**config.mk**
```make
export PLATFORM = sky130hd
export DESIGN_NAME = ffba_cell
export DESIGN_NICKNAME = d
export VERILOG_FILES = /design/src/rtl/ffba_pkg.sv /design/src/rtl/ffba_cell.sv
export SDC_FILE = /design/constraint.sdc
export NUM_CORES = 1
export LEC_CHECK = 0
export BUFFER_PORTS_ARGS = -buffer_cell sky130_fd_sc_hd__buf_4
export CORE_ASPECT_RATIO = 0.8
export CORE_MARGIN = 3
export CORE_UTILIZATION = 35
export CTS_CLUSTER_DIAMETER = 120
export DETAILED_ROUTE_END_ITERATION = 6
export SYNTH_ARGS = -nofsm -noshare
export SYNTH_HDL_FRONTEND = slang
export SYNTH_SLANG_ARGS = --single-unit
```
**constraint.sdc**
```tcl
create_clock -name aclk -period 4.1 [get_ports aclk]
set_input_delay 0.205 -clock aclk [delete_from_list [all_inputs] [get_ports aclk]]
set_output_delay 0.205 -clock aclk [all_outputs]
set_load 0.01 [all_outputs]
```
**src/rtl/ffba_pkg.sv**
```systemverilog
// Shared types and constants of the first-fit block allocator.
`default_nettype none
package ffba_pkg;

    localparam int MAX_BLOCKS      = 64;
    localparam int HEADER_BYTES    = 20;
    localparam int MIN_SPLIT_BYTES = 32;

    localparam int ADDR_W = 32;
    localparam int OFFS_W = 24;
    localparam int SIZE_W = 25;
    localparam int NEED_W = 33;

    localparam logic [ADDR_W-1:0] HEAP_BASE_RESET  = 32'h0050_0000;
    localparam logic [SIZE_W-1:0] HEAP_BYTES_RESET = 25'h100_0000;
    localparam logic [SIZE_W-1:0] HEAP_MIN_BYTES   = 25'd64;
    localparam logic [SIZE_W-1:0] HEAP_MAX_BYTES   = 25'h100_0000;
    localparam logic [SIZE_W-1:0] HEAD_SIZE_RESET  =
        SIZE_W'(HEAP_BYTES_RESET - SIZE_W'(HEADER_BYTES));

    typedef enum logic [1:0] {
        OP_ALLOC = 2'd0,
        OP_FREE  = 2'd1,
        OP_INIT  = 2'd2,
        OP_RSVD  = 2'd3
    } op_t;

    typedef enum logic [1:0] {
        ST_OK      = 2'd0,
        ST_OOM     = 2'd1,
        ST_IGNORED = 2'd2,
        ST_INVALID = 2'd3
    } status_t;

    typedef enum logic [2:0] {
        CMD_HOLD,
        CMD_INIT,
        CMD_ALLOC,
        CMD_CLEAR,
        CMD_MERGE_NEXT,
        CMD_MERGE_PREV
    } cmd_t;

    typedef enum logic [2:0] {
        FSM_IDLE,
        FSM_SEARCH,
        FSM_MNEXT,
        FSM_MPREV,
        FSM_OUT
    } fsm_t;

    typedef struct packed {
        logic              valid;
        logic              used;
        logic [OFFS_W-1:0] offset;
        logic [SIZE_W-1:0] size;
    } blk_t;

    typedef struct packed {
        cmd_t              cmd;
        logic              split;
        logic [NEED_W-1:0] need;
        logic [SIZE_W-1:0] init_size;
    } ctrl_t;

    typedef struct packed {
        logic fit;
        logic room;
        logic match;
    } flags_t;

endpackage
`default_nettype wire

```
**src/rtl/ffba_cell.sv**
```systemverilog
// One table slot of the allocator chain: holds a block and shifts with its neighbors.
`default_nettype none
module ffba_cell (
    input  wire logic                          aclk,
    input  wire logic                          aresetn,
    input  wire logic                          is_head,
    input  wire ffba_pkg::ctrl_t               ctrl,
    input  wire logic [ffba_pkg::ADDR_W-1:0]   heap_base,
    input  wire logic [ffba_pkg::ADDR_W-1:0]   free_addr,
    input  wire logic                          sel_self,
    input  wire logic                          sel_left,
    input  wire logic                          sel_right,
    input  wire logic                          after_self,
    input  wire ffba_pkg::blk_t                left,
    input  wire ffba_pkg::blk_t                right,
    output ffba_pkg::blk_t                     q,
    output ffba_pkg::flags_t                   flags
);
    import ffba_pkg::*;

    blk_t              blk_reg, blk_next;
    logic [SIZE_W-1:0] merged;
    logic [OFFS_W-1:0] rem_offset;
    logic [SIZE_W-1:0] rem_size;

    assign merged     = blk_reg.size + SIZE_W'(HEADER_BYTES) + right.size;
    assign rem_offset = left.offset + OFFS_W'(HEADER_BYTES) + ctrl.need[OFFS_W-1:0];
    assign rem_size   = left.size - ctrl.need[SIZE_W-1:0] - SIZE_W'(HEADER_BYTES);

    // flags only matter in the slot holding the search token
    assign flags.fit   = blk_reg.valid && !blk_reg.used
                         && ({{(NEED_W-SIZE_W){1'b0}}, blk_reg.size} >= ctrl.need);
    assign flags.room  = ({{(NEED_W+1-SIZE_W){1'b0}}, blk_reg.size} >=
                          ({1'b0, ctrl.need} + (NEED_W+1)'(HEADER_BYTES + MIN_SPLIT_BYTES)));
    assign flags.match = blk_reg.valid &&
                         ((heap_base + ADDR_W'(blk_reg.offset) + ADDR_W'(HEADER_BYTES))
                          == free_addr);

    always_comb begin
        blk_next = blk_reg;
        case (ctrl.cmd)
            CMD_INIT: begin
                blk_next.valid  = is_head;
                blk_next.used   = 1'b0;
                blk_next.offset = '0;
                blk_next.size   = is_head ? ctrl.init_size : '0;
            end
            CMD_ALLOC: begin
                if (sel_self) begin
                    blk_next.used = 1'b1;
                    if (ctrl.split) begin
                        blk_next.size = ctrl.need[SIZE_W-1:0];
                    end
                end else if (ctrl.split && sel_left) begin
                    blk_next.valid  = 1'b1;
                    blk_next.used   = 1'b0;
                    blk_next.offset = rem_offset;
                    blk_next.size   = rem_size;
                end else if (ctrl.split && after_self) begin
                    blk_next = left;
                end
            end
            CMD_CLEAR: begin
                if (sel_self) begin
                    blk_next.used = 1'b0;
                end
            end
            CMD_MERGE_NEXT: begin
                if (sel_self) begin
                    blk_next.size = merged;
                end else if (after_self) begin
                    blk_next = right;
                end
            end
            CMD_MERGE_PREV: begin
                if (sel_right) begin
                    blk_next.size = merged;
                end else if (sel_self || after_self) begin
                    blk_next = right;
                end
            end
            default: begin
                blk_next = blk_reg;
            end
        endcase
    end

    always_ff @(posedge aclk) begin
        if (!aresetn) begin
            blk_reg.valid  <= is_head;
            blk_reg.used   <= 1'b0;
            blk_reg.offset <= '0;
            blk_reg.size   <= is_head ? HEAD_SIZE_RESET : '0;
        end else begin
            blk_reg <= blk_next;
        end
    end

    assign q = blk_reg;

endmodule
`default_nettype wire
```
==> flow_summary.toml, run 1 <==
[timing]
fmax_ghz = 0.2354
fin_crit_sh_pct = 103.6
fin_ws_ns = -0.1473
timing.final.hold_violations = 0
rsz0062_at_grt = "yes"
relSlewSlack_pct = 16.76
timing.final.crit_period_ns = 4.247
finalClockSkew_ns = 0.01286
drv_slew = 0
setup_viol_count_final = 1
worst_pin_slew_ns = 1.244
tns_ns = -0.1473

[clocking]
cts_hold_buffers = 0
root_buffer = "clkbuf_16"
htreeDepth = 2
clock_latency_ns = 0.32
path_clk_slew_ns = 0.08
cts_sinks = 51
cts_tree = "built"
clockBufferDepth = 2
cts_inserted_buffers = 5

[finish]
fin_nets = 2312
fin_area_mm2 = 0.01487
drive_above_1_share_pct = 22.03
largest_register_ffs = 51
fin_util_pct = 46.45
syn2layout_area_growth_pct = 28.53

[worst_setup_path]
worst-path-buf-inv = 4
cp.required_ns = 3.89
path_max_fanout = 3
path_delay_family = "compound AO/OA/AOI/OAI gates"
max_stage_delay_ns = 0.38
worst_setup_path_end_kind = "primary output"
cp-start-kind = "flop"
crit_type = "flop to primary output"
arrival_ns = 4.04
cp_cell_sequence = "inv_2 > ha_4 > inv_2 > ha_4 > a21o_1 > and4_1 > buf_4 > o31a_1 > o31ai_1 > o311ai_0 > nor4_4 > nand4_1 > a2111oi_4 > and4_1 > buf_6"
crit_slowest_cell = "a2111oi_4"

[synth]
yosysUniqueCellTypes = 84
synth_seq_cells = 51
avgSynthCellArea_um2 = 7.530
syn_inst = 1536
syn_nets = 2011
synth_top_area_cell = "ha_1"
yosysMostFrequentCell = "ha_1"
synth-edff-count = 26
seq_area_frac_synth_pct = 11.08
synth_top_area_share_pct = 25.53
synthFlopType = "edfxtp_1"
syn_area_mm2 = 0.01157
netlist_top_cells_count = "236 x ha_1, 140 x inv_1, 128 x nand2_1, 127 x a21oi_1, 103 x nor2_1"
synthTopCellsByArea = "ha_1 26%, edfxtp_1 6.8%, xnor2_1 6.1%, a21oi_1 5.5%, inv_1 4.5%"
async_flop_share_pct = 0
yosysWarnings = 0

[global_route]
grt_pass1_vias = 12057
grt_max_degree = 57
grt_overflow = 0
grt_pass1_wl_um = 67540
antenna_found_initial = 6
grtUsageTotal_pct = 24.05

[drt]
avgRoutedWirePerCell_um = 19.94
avgViaCountPerCell = 5.669
route.detailed.drc = 0
vias = 12813
drt_first_pass_iters = 7
wl_um = 45060
ant_nets = 0
drt_iter0_drc = 928

[floorplanning]
die-area_mm2 = 0.03528
chipWidth_um = 209.2
std_cell_rows = 58
core_mm2 = 0.03200
floorplan.initialDensity_pct = 36.14
pin_count = 289
die_h_um = 168.6

[power_and_ir_drop]
combPwrFrac_pct = 67.6
p_total_uw = 3533
vdd_ir_drop_max_mv = 0.1471
clockPowerShare_pct = 13.6
p_leak_uw = 0.007110
power_density_mw_per_mm2 = 237.6
pwr-share-seq_pct = 18.8
netSwitchingFraction_pct = 45.48
switchingPower_uw = 1607
internal_power_uw = 1926

[place]
place_area_mm2 = 0.01448
finalWeightedCongestion = 0.9599
preCtsSetupSlack_ns = -0.1004
place.port_buffers = 288
post-dp-hpwl_um = 37480

[run_status]
outcome = "finished, violations left"
violations = "setup timing"

[min_path]
hold_path_class = "input port to flop"

[flow_run]
cap_viol_max_count = 0
-- final timing paths --
kind,end,cells past startpoint,slack [ns],startpoint
max reg2reg,q[21],14,0.27,q[1]
max,flags[0],15,-0.15,q[27]
min reg2reg,q[33],2,0.52,q[33]
min,q[35],3,0.18,right[35]
-- cells by family after synthesis --
logic type | share of synthesized area, %
AOI/OAI and AO/OA | 26.95
DFF | 11.08
xor gates and xnor gates | 8.860
and+or+nand+nor | 19.17
adders and majority gates | 26.22
muxes | 1.417
buffers and inverters | 6.307
-- per-stage QoR --
stage	hold WS, ns	std cells
global placement	0.4911	2248
floorplan	0.3807	1536
detailed placement	0.4888	2248
CTS	0.1534	2258
global route	0.1647	2260
finish	0.1799	2260
-- cells in the final DEF (no fill, tap or decap), types with 21 or more instances in the layout --
master / instances
nand3_1: 36
nand2_1: 126
a21oi_1: 125
o21ai_0: 93
a221oi_1: 30
xnor2_1: 79
inv_1: 138
nor2_1: 101
edfxtp_1: 26
nor2b_1: 23
dfxtp_1: 23
a22oi_1: 21
xor2_1: 34
nand2b_1: 21
nor3_1: 27
nand4_1: 26
ha_1: 229
a21o_1: 32
buf_4: 344
-- power groups by stage --
stage | logic (uW) | clock network (uW) | registers (uW)
6_report | 2390 | 481 | 664
5_1_grt | 2650 | 511 | 671
4_1_cts | 2350 | 496 | 664
3_5_place_dp | 2290 | 0 | 674
3_3_place_gp | 2280 | 0 | 673
2_1_floorplan | 1470 | 0 | 679
-- layout make-up --
class | instances | area, um2
well taps | 420 | 525.5
clock buffers | 7 | 142.6
clock inverters | 1 | 5.005
repair buffers | 345 | 2594
diodes | 2 | 5.005
fillers | 3221 | 17140
inverters | 140 | 525.5
multi-input cells | 1294 | 9784
flip-flops and latches | 51 | 1284
-- worst register-to-register path, stage by stage, from the launching register on --
cell	delay, ns
edfxtp_1	0.44
ha_1	0.31
ha_1	0.25
inv_1	0.08
fa_1	0.21
nor2b_1	0.06
o21ai_1	0.17
a21boi_0	0.16
o41a_1	0.47
o2111a_1	0.37
or4_1	0.48
a31oi_1	0.22
xor2_1	0.18
a21o_1	0.14
a21oi_1	0.06
-- per-layer routing --
| layer | share of wire (%) | global-route usage [%] |
|---|---|---|
| met1 | 46 | 34.44 |
| met2 | 41 | 35.58 |
| met4 | 2.2 | 6.112 |
| met5 | 0.12 | 0 |
| met3 | 10 | 6.615 |
-- repair_timing --
item	in CTS	in global routing
setup endpoints to repair	1	3
pin swaps	23	3
resized for setup	32	10
buffers inserted	2	0
gates cloned	0	0
Power figures use the tool's default switching activity.
==> run 2, diff against run 1 <==
--- a/config.mk
+++ b/config.mk
@@ -6,11 +6,15 @@
 export NUM_CORES = 1
 export LEC_CHECK = 0
 export BUFFER_PORTS_ARGS = -buffer_cell sky130_fd_sc_hd__buf_4
+export CELL_PAD_IN_SITES_DETAIL_PLACEMENT = 1
+export CELL_PAD_IN_SITES_GLOBAL_PLACEMENT = 1
 export CORE_ASPECT_RATIO = 0.8
 export CORE_MARGIN = 3
 export CORE_UTILIZATION = 35
 export CTS_CLUSTER_DIAMETER = 120
 export DETAILED_ROUTE_END_ITERATION = 6
+export PLACE_DENSITY_LB_ADDON = 0.1
+export SETUP_SLACK_MARGIN = 0.5
 export SYNTH_ARGS = -nofsm -noshare
 export SYNTH_HDL_FRONTEND = slang
 export SYNTH_SLANG_ARGS = --single-unit
==> run 2 against run 1 <==
The run still ends with setup timing left. Via count rose by 1.9%. Wire length rose by 11%. Cell count rose by 0.66%. Power rose by 5.0%. Critical endpoint unchanged. Largest cell class unchanged.
==> flow_summary.toml, run 2 (same netlist as run 1, synthesis figures left out) <==
[clocking]
cts_inserted_buffers = 5
htreeDepth = 2
path_clk_slew_ns = 0.08
root_buffer = "clkbuf_16"
clock_latency_ns = 0.33
clockBufferDepth = 2
cts_tree = "built"
cts_sinks = 51

[timing]
tns_ns = -0.2058
worst_pin_slew_ns = 1.309
timing.final.crit_period_ns = 4.306
timing.final.hold_violations = 0
drv_slew = 0
fmax_ghz = 0.2322
fin_ws_ns = -0.2058
rsz0062_at_grt = "yes"
finalClockSkew_ns = 0.007780
setup_viol_count_final = 1
relSlewSlack_pct = 12.63
holdWs_ns = 0.1970
fin_crit_sh_pct = 105.0

[floorplanning]
chipWidth_um = 209.2
floorplan.initialDensity_pct = 36.14
core_mm2 = 0.03200
die-area_mm2 = 0.03528
pin_count = 289
die_h_um = 168.6
std_cell_rows = 58

[worst_setup_path]
crit_type = "flop to primary output"
cp-start-kind = "flop"
max_stage_delay_ns = 0.41
setup.worst_path.start = "q[26]"
reg2reg_from = "q[1]"
reg2reg_depth = 14
worst_setup_path_end_kind = "primary output"
crit_slowest_cell = "fa_2"
path_delay_family = "compound AO/OA/AOI/OAI gates"
r2r-end = "q[21]"
arrival_ns = 4.10
r2r_slack_ns = 0.50
cp.required_ns = 3.89
path_max_fanout = 3
cp_cell_sequence = "ha_4 > ha_4 > fa_2 > a211oi_2 > nor2_2 > o311ai_2 > buf_4 > buf_6 > o21bai_4 > xnor2_2 > o21ai_2 > nor4_2 > buf_4 > nand4_1 > a2111oi_4 > and4_1 > buf_6"
worst-path-buf-inv = 4

[power_and_ir_drop]
netSwitchingFraction_pct = 46.44
power_density_mw_per_mm2 = 243.8
internal_power_uw = 1987
pwr-share-seq_pct = 18.0
vdd_ir_drop_max_mv = 0.1664
clockPowerShare_pct = 12.8
p_leak_uw = 0.007151
switchingPower_uw = 1723
combPwrFrac_pct = 69.3

[global_route]
grt_overflow = 0
grt_max_degree = 57
antenna_found_initial = 7
grt_pass1_wl_um = 75890
grtUsageTotal_pct = 27.20
grt_pass1_vias = 13086

[drt]
avgRoutedWirePerCell_um = 21.99
drt_iter0_drc = 780
wl_um = 50030
ant_nets = 0
route.detailed.drc = 0
drt_first_pass_iters = 5
vias = 13051
avgViaCountPerCell = 5.737

[finish]
syn2layout_area_growth_pct = 31.56
fin_nets = 2323
drive_above_1_share_pct = 24.34
largest_register_ffs = 51
fin_util_pct = 47.54
final_cell_mix = "353 x buf_4, 215 x ha_1, 136 x inv_1, 126 x nand2_1, 125 x a21oi_1"
layout.cells.most_common = "buf_4"
final_cells = 2275

[min_path]
hold_path_class = "input port to flop"
hold_end = "q[35]"
hold_start = "right[35]"
whs_path_depth = 3

[place]
place_inst = 2246
post-dp-hpwl_um = 41050
finalWeightedCongestion = 0.9194
place.port_buffers = 288

[run_status]
violations = "setup timing"
outcome = "finished, violations left"

[flow_run]
cap_viol_max_count = 0
-- run 2: worst max path at each step --
| stage | to | slack [ns] | cells past startpoint |
|---|---|---|---|
| 4_1_cts | flags[0] | -0.18 | 15 |
| 3_5_place_dp | flags[0] | 0.03 | 17 |
| 2_1_floorplan | flags[0] | 0.54 | 14 |
| 5_1_grt | flags[0] | -0.38 | 17 |
| 3_3_place_gp | flags[0] | 0.17 | 17 |
| 6_report | flags[0] | -0.21 | 17 |
-- run 2: power groups by stage --
| stage | logic [uW] | clock network (uW) | registers [uW] |
|---|---|---|---|
| after detailed placement | 2370 | 0 | 677 |
| after CTS | 2450 | 497 | 666 |
| after floorplan | 1470 | 0 | 680 |
| final | 2570 | 474 | 666 |
| after global placement | 2320 | 0 | 676 |
| after global routing | 2830 | 507 | 673 |
-- run 2: cell type report --
type | count | area, um2
timing repair buffer | 356 | 2684
fill | 4057 | 16790
clock inverter | 2 | 7.507
multi-input combinational | 1294 | 10040
antenna | 6 | 15.01
sequential | 51 | 1289
tap | 420 | 525.5
clock buffer | 6 | 128.9
inverter | 140 | 528.0
-- run 2: routing by layer --
layer  GRT usage (%)  up-vias  routed length (um)
met5               0        -                  20
li1                -     6310                   -
met2           43.50      400               22360
met4           5.646        2                 775
met3           4.132       49                3348
met1           38.88     6290               23530
-- run 2: what timing repair did --
item,CTS,global route
pin swaps,26,29
resized for setup,41,44
setup buffers,9,6
setup endpoints to repair,4,14
hold buffers,0,0
-- run 2: per-stage QoR --
step	setup WS, ns	power, uW	area, um2
after floorplan	0.5418	2154	11580
after global placement	0.1726	2991	14480
after detailed placement	0.02577	3044	14480
after CTS	-0.1784	3615	14920
after global routing	-0.3792	4012	15220
final	-0.2058	3710	15220
-- run 2: tightest hold or removal path: stages --
cell and delay, ns:
buf_4 0.09, a221oi_1 0.08, nor2_1 0.10
==> run 3, diff against run 2 <==
--- a/config.mk
+++ b/config.mk
@@ -5,6 +5,7 @@
 export SDC_FILE = /design/constraint.sdc
 export NUM_CORES = 1
 export LEC_CHECK = 0
+export ABC_AREA = 1
 export BUFFER_PORTS_ARGS = -buffer_cell sky130_fd_sc_hd__buf_4
 export CELL_PAD_IN_SITES_DETAIL_PLACEMENT = 1
 export CELL_PAD_IN_SITES_GLOBAL_PLACEMENT = 1
==> run 3 against run 2 <==
The flow now finishes without violations. Global-route usage grew 3.1 points. Power grew 2.5%. Die area grew 11%. Fmax grew 25%. Sequential power grew 5.7%. Critical path type unchanged. Critical endpoint unchanged.
==> flow_summary.toml, run 3 <==
[synth]
synthFlopType = "edfxtp_1"
syn_nets = 2573
synth_top_area_cell = "ha_1"
seq_area_frac_synth_pct = 9.935
synth_top_area_share_pct = 22.90
synth_seq_cells = 51
avgSynthCellArea_um2 = 6.147
synthTopCellsByArea = "ha_1 23%, nand2_1 13%, inv_1 9.4%, a21oi_1 7.6%, nor2_1 6.3%"
syn_area_mm2 = 0.01290
async_flop_share_pct = 0
yosysUniqueCellTypes = 56
yosysMostFrequentCell = "nand2_1"
syn_inst = 2098
synth-edff-count = 26
netlist_top_cells_count = "459 x nand2_1, 324 x inv_1, 236 x ha_1, 215 x nor2_1, 196 x a21oi_1"
yosysWarnings = 0

[worst_setup_path]
arrival_ns = 3.23
cp-start-kind = "flop"
cp.required_ns = 3.89
reg2reg_from = "q[3]"
cpMostUsedCell = "nor2_1"
path_delay_family = "simple AND/OR/NAND/NOR gates"
cp_cell_sequence = "ha_1 > ha_1 > a21oi_1 > o21ai_0 > a21oi_1 > nor2_1 > nor2_1 > nand3b_1 > nand2_1 > nand3_1 > nor2_2 > nand4_1 > nor2_1 > buf_4"
path_max_fanout = 4
reg2reg_depth = 12
crit_type = "flop to primary output"
worst_setup_path_end_kind = "primary output"
crit_slowest_cell = "dfxtp_1"
worst-path-buf-inv = 1
max_stage_delay_ns = 0.45
r2r-end = "q[24]"
r2r_slack_ns = 0.97

[finish]
fillers = 4910
drive_above_1_share_pct = 15.58
fin_nets = 2842
layout.cells.most_common = "nand2_1"
syn2layout_area_growth_pct = 22.93
final_cell_mix = "456 x nand2_1, 323 x inv_1, 299 x buf_4, 231 x ha_1, 211 x nor2_1"
largest_register_ffs = 51
final_cells = 2849

[floorplanning]
pin_count = 289
std_cell_rows = 62
chipWidth_um = 220.6
floorplan.initialDensity_pct = 35.67
die-area_mm2 = 0.03920
die_h_um = 177.7
core_mm2 = 0.03615

[run_status]
outcome = "finished, final reports clean"

[timing]
holdWs_ns = 0.1721
fmax_ghz = 0.2912
tns_ns = 0
finalClockSkew_ns = 0.01241
drv_slew = 0
setup_viol_count_final = 0
relSlewSlack_pct = 28.82
timing.final.crit_period_ns = 3.434
rsz0062_at_grt = "yes"
timing.final.hold_violations = 0
worst_pin_slew_ns = 1.065
fin_crit_sh_pct = 83.76

[drt]
route.detailed.drc = 0
drt_first_pass_iters = 5
vias = 15753
ant_nets = 0
avgViaCountPerCell = 5.529
drt_iter0_drc = 1099
avgRoutedWirePerCell_um = 21.55
wl_um = 61410

[power_and_ir_drop]
p_leak_uw = 0.008386
vdd_ir_drop_max_mv = 0.1594
power_density_mw_per_mm2 = 239.9
internal_power_uw = 1853
switchingPower_uw = 1950
clockPowerShare_pct = 13.6
combPwrFrac_pct = 67.9
pwr-share-seq_pct = 18.5
netSwitchingFraction_pct = 51.27

[clocking]
htreeDepth = 2
clock_latency_ns = 0.32
root_buffer = "clkbuf_16"
cts_sinks = 51
clockBufferDepth = 2
path_clk_slew_ns = 0.08
cts_inserted_buffers = 5
cts_hold_buffers = 0
cts_tree = "built"

[min_path]
hold_end = "q[30]"
hold_path_class = "input port to flop"
hold_start = "right[30]"
whs_path_depth = 3

[global_route]
grt_pass1_vias = 15471
grtUsageTotal_pct = 30.29
grt_max_degree = 54
grt_overflow = 0
grt_pass1_wl_um = 90940
antenna_found_initial = 1

[place]
place_inst = 2837
place.port_buffers = 288
finalWeightedCongestion = 0.9467
post-dp-hpwl_um = 53220

[flow_run]
cap_viol_max_count = 0
-- run 3: cell types whose count changed in the layout (fill, tap and decap cells not counted), moves of 19 or more --
cell and change:
a21oi_1 +68, a21o_1 -19, buf_4 -54, inv_1 +187
nor2_1 +111, nand2_1 +330, xnor2_1 -52, nand3_1 +86
o21ai_0 +42, nand2b_1 -21, nor2b_1 -22
-- run 3: power groups by stage --
stage	combinational (uW)	sequential [uW]	clock (uW)
floorplan	1580	690	0
global placement	2440	710	0
detailed placement	2510	710	0
CTS	2530	699	529
global route	2890	707	543
finish	2580	704	516
-- run 3: per-layer routing --
layer,vias to the layer above,GRT usage [%],part of all wire (%)
met5,-,0,0
met4,0,5.489,1.7
met3,57,4.023,7.5
met2,523,44.46,41
met1,7565,46.96,50
li1,7608,-,-
-- run 3: worst max path at each step --
stage	endpoint	slack, ns	cells past startpoint	from
detailed placement	flags[1]	0.80	20	ctrl[30]
finish	flags[0]	0.67	14	q[41]
global route	flags[0]	0.38	19	q[29]
CTS	flags[0]	0.58	16	q[30]
global placement	q[11]	0.89	14	ctrl[26]
floorplan	q[0]	0.80	8	ctrl[60]
-- run 3: cell families after synthesis --
| group | Yosys count | share of synthesized area (%) |
|---|---|---|
| fa+ha+maj | 240 | 23.52 |
| compound gates | 464 | 20.93 |
| flops | 51 | 9.935 |
| xor+xnor | 70 | 4.754 |
| buf+inv | 368 | 10.93 |
| simple gates | 904 | 29.85 |
| mux | 1 | 0.07762 |
-- run 3: layout make-up --
type	count	area [um2]	share of cell area, %
inverter	331	1242	7.837
multi-input combinational	1679	10310	65.02
antenna	1	2.502	0.01579
sequential	51	1287	8.122
clock buffer	6	150.1	0.9471
timing repair buffer	299	2245	14.16
tap	480	600.6	3.788
clock inverter	2	17.52	0.1105
-- run 3: timing repair --
item / in CTS / in global routing
setup buffers: 0 / 3
resized for setup: 0 / 27
endpoints found under the setup margin: 0 / 2
-- run 3: per-stage QoR --
| stage | area [um2] | total power, uW | setup WS (ns) | utilization (%) |
|---|---|---|---|---|
| floorplan | 12900 | 2275 | 0.8014 | - |
| global placement | 15560 | 3146 | 0.8862 | 43.06 |
| detailed placement | 15560 | 3221 | 0.8027 | 43.06 |
| CTS | 15730 | 3755 | 0.5756 | 43.52 |
| global route | 15850 | 4143 | 0.3786 | 43.85 |
| finish | 15850 | 3803 | 0.6659 | 43.85 |
-- run 3: worst reg2reg max path, stage by stage, from the launching register on --
cell and delay, ns:
edfxtp_1 0.51, ha_1 0.33, ha_1 0.36, a21oi_1 0.17, nand2_1 0.13, a21oi_4 0.22, o21bai_1 0.21, nand3_1 0.15
nand4_1 0.18, o21ai_0 0.39, nand3_1 0.12, nand2_1 0.08, inv_1 0.05
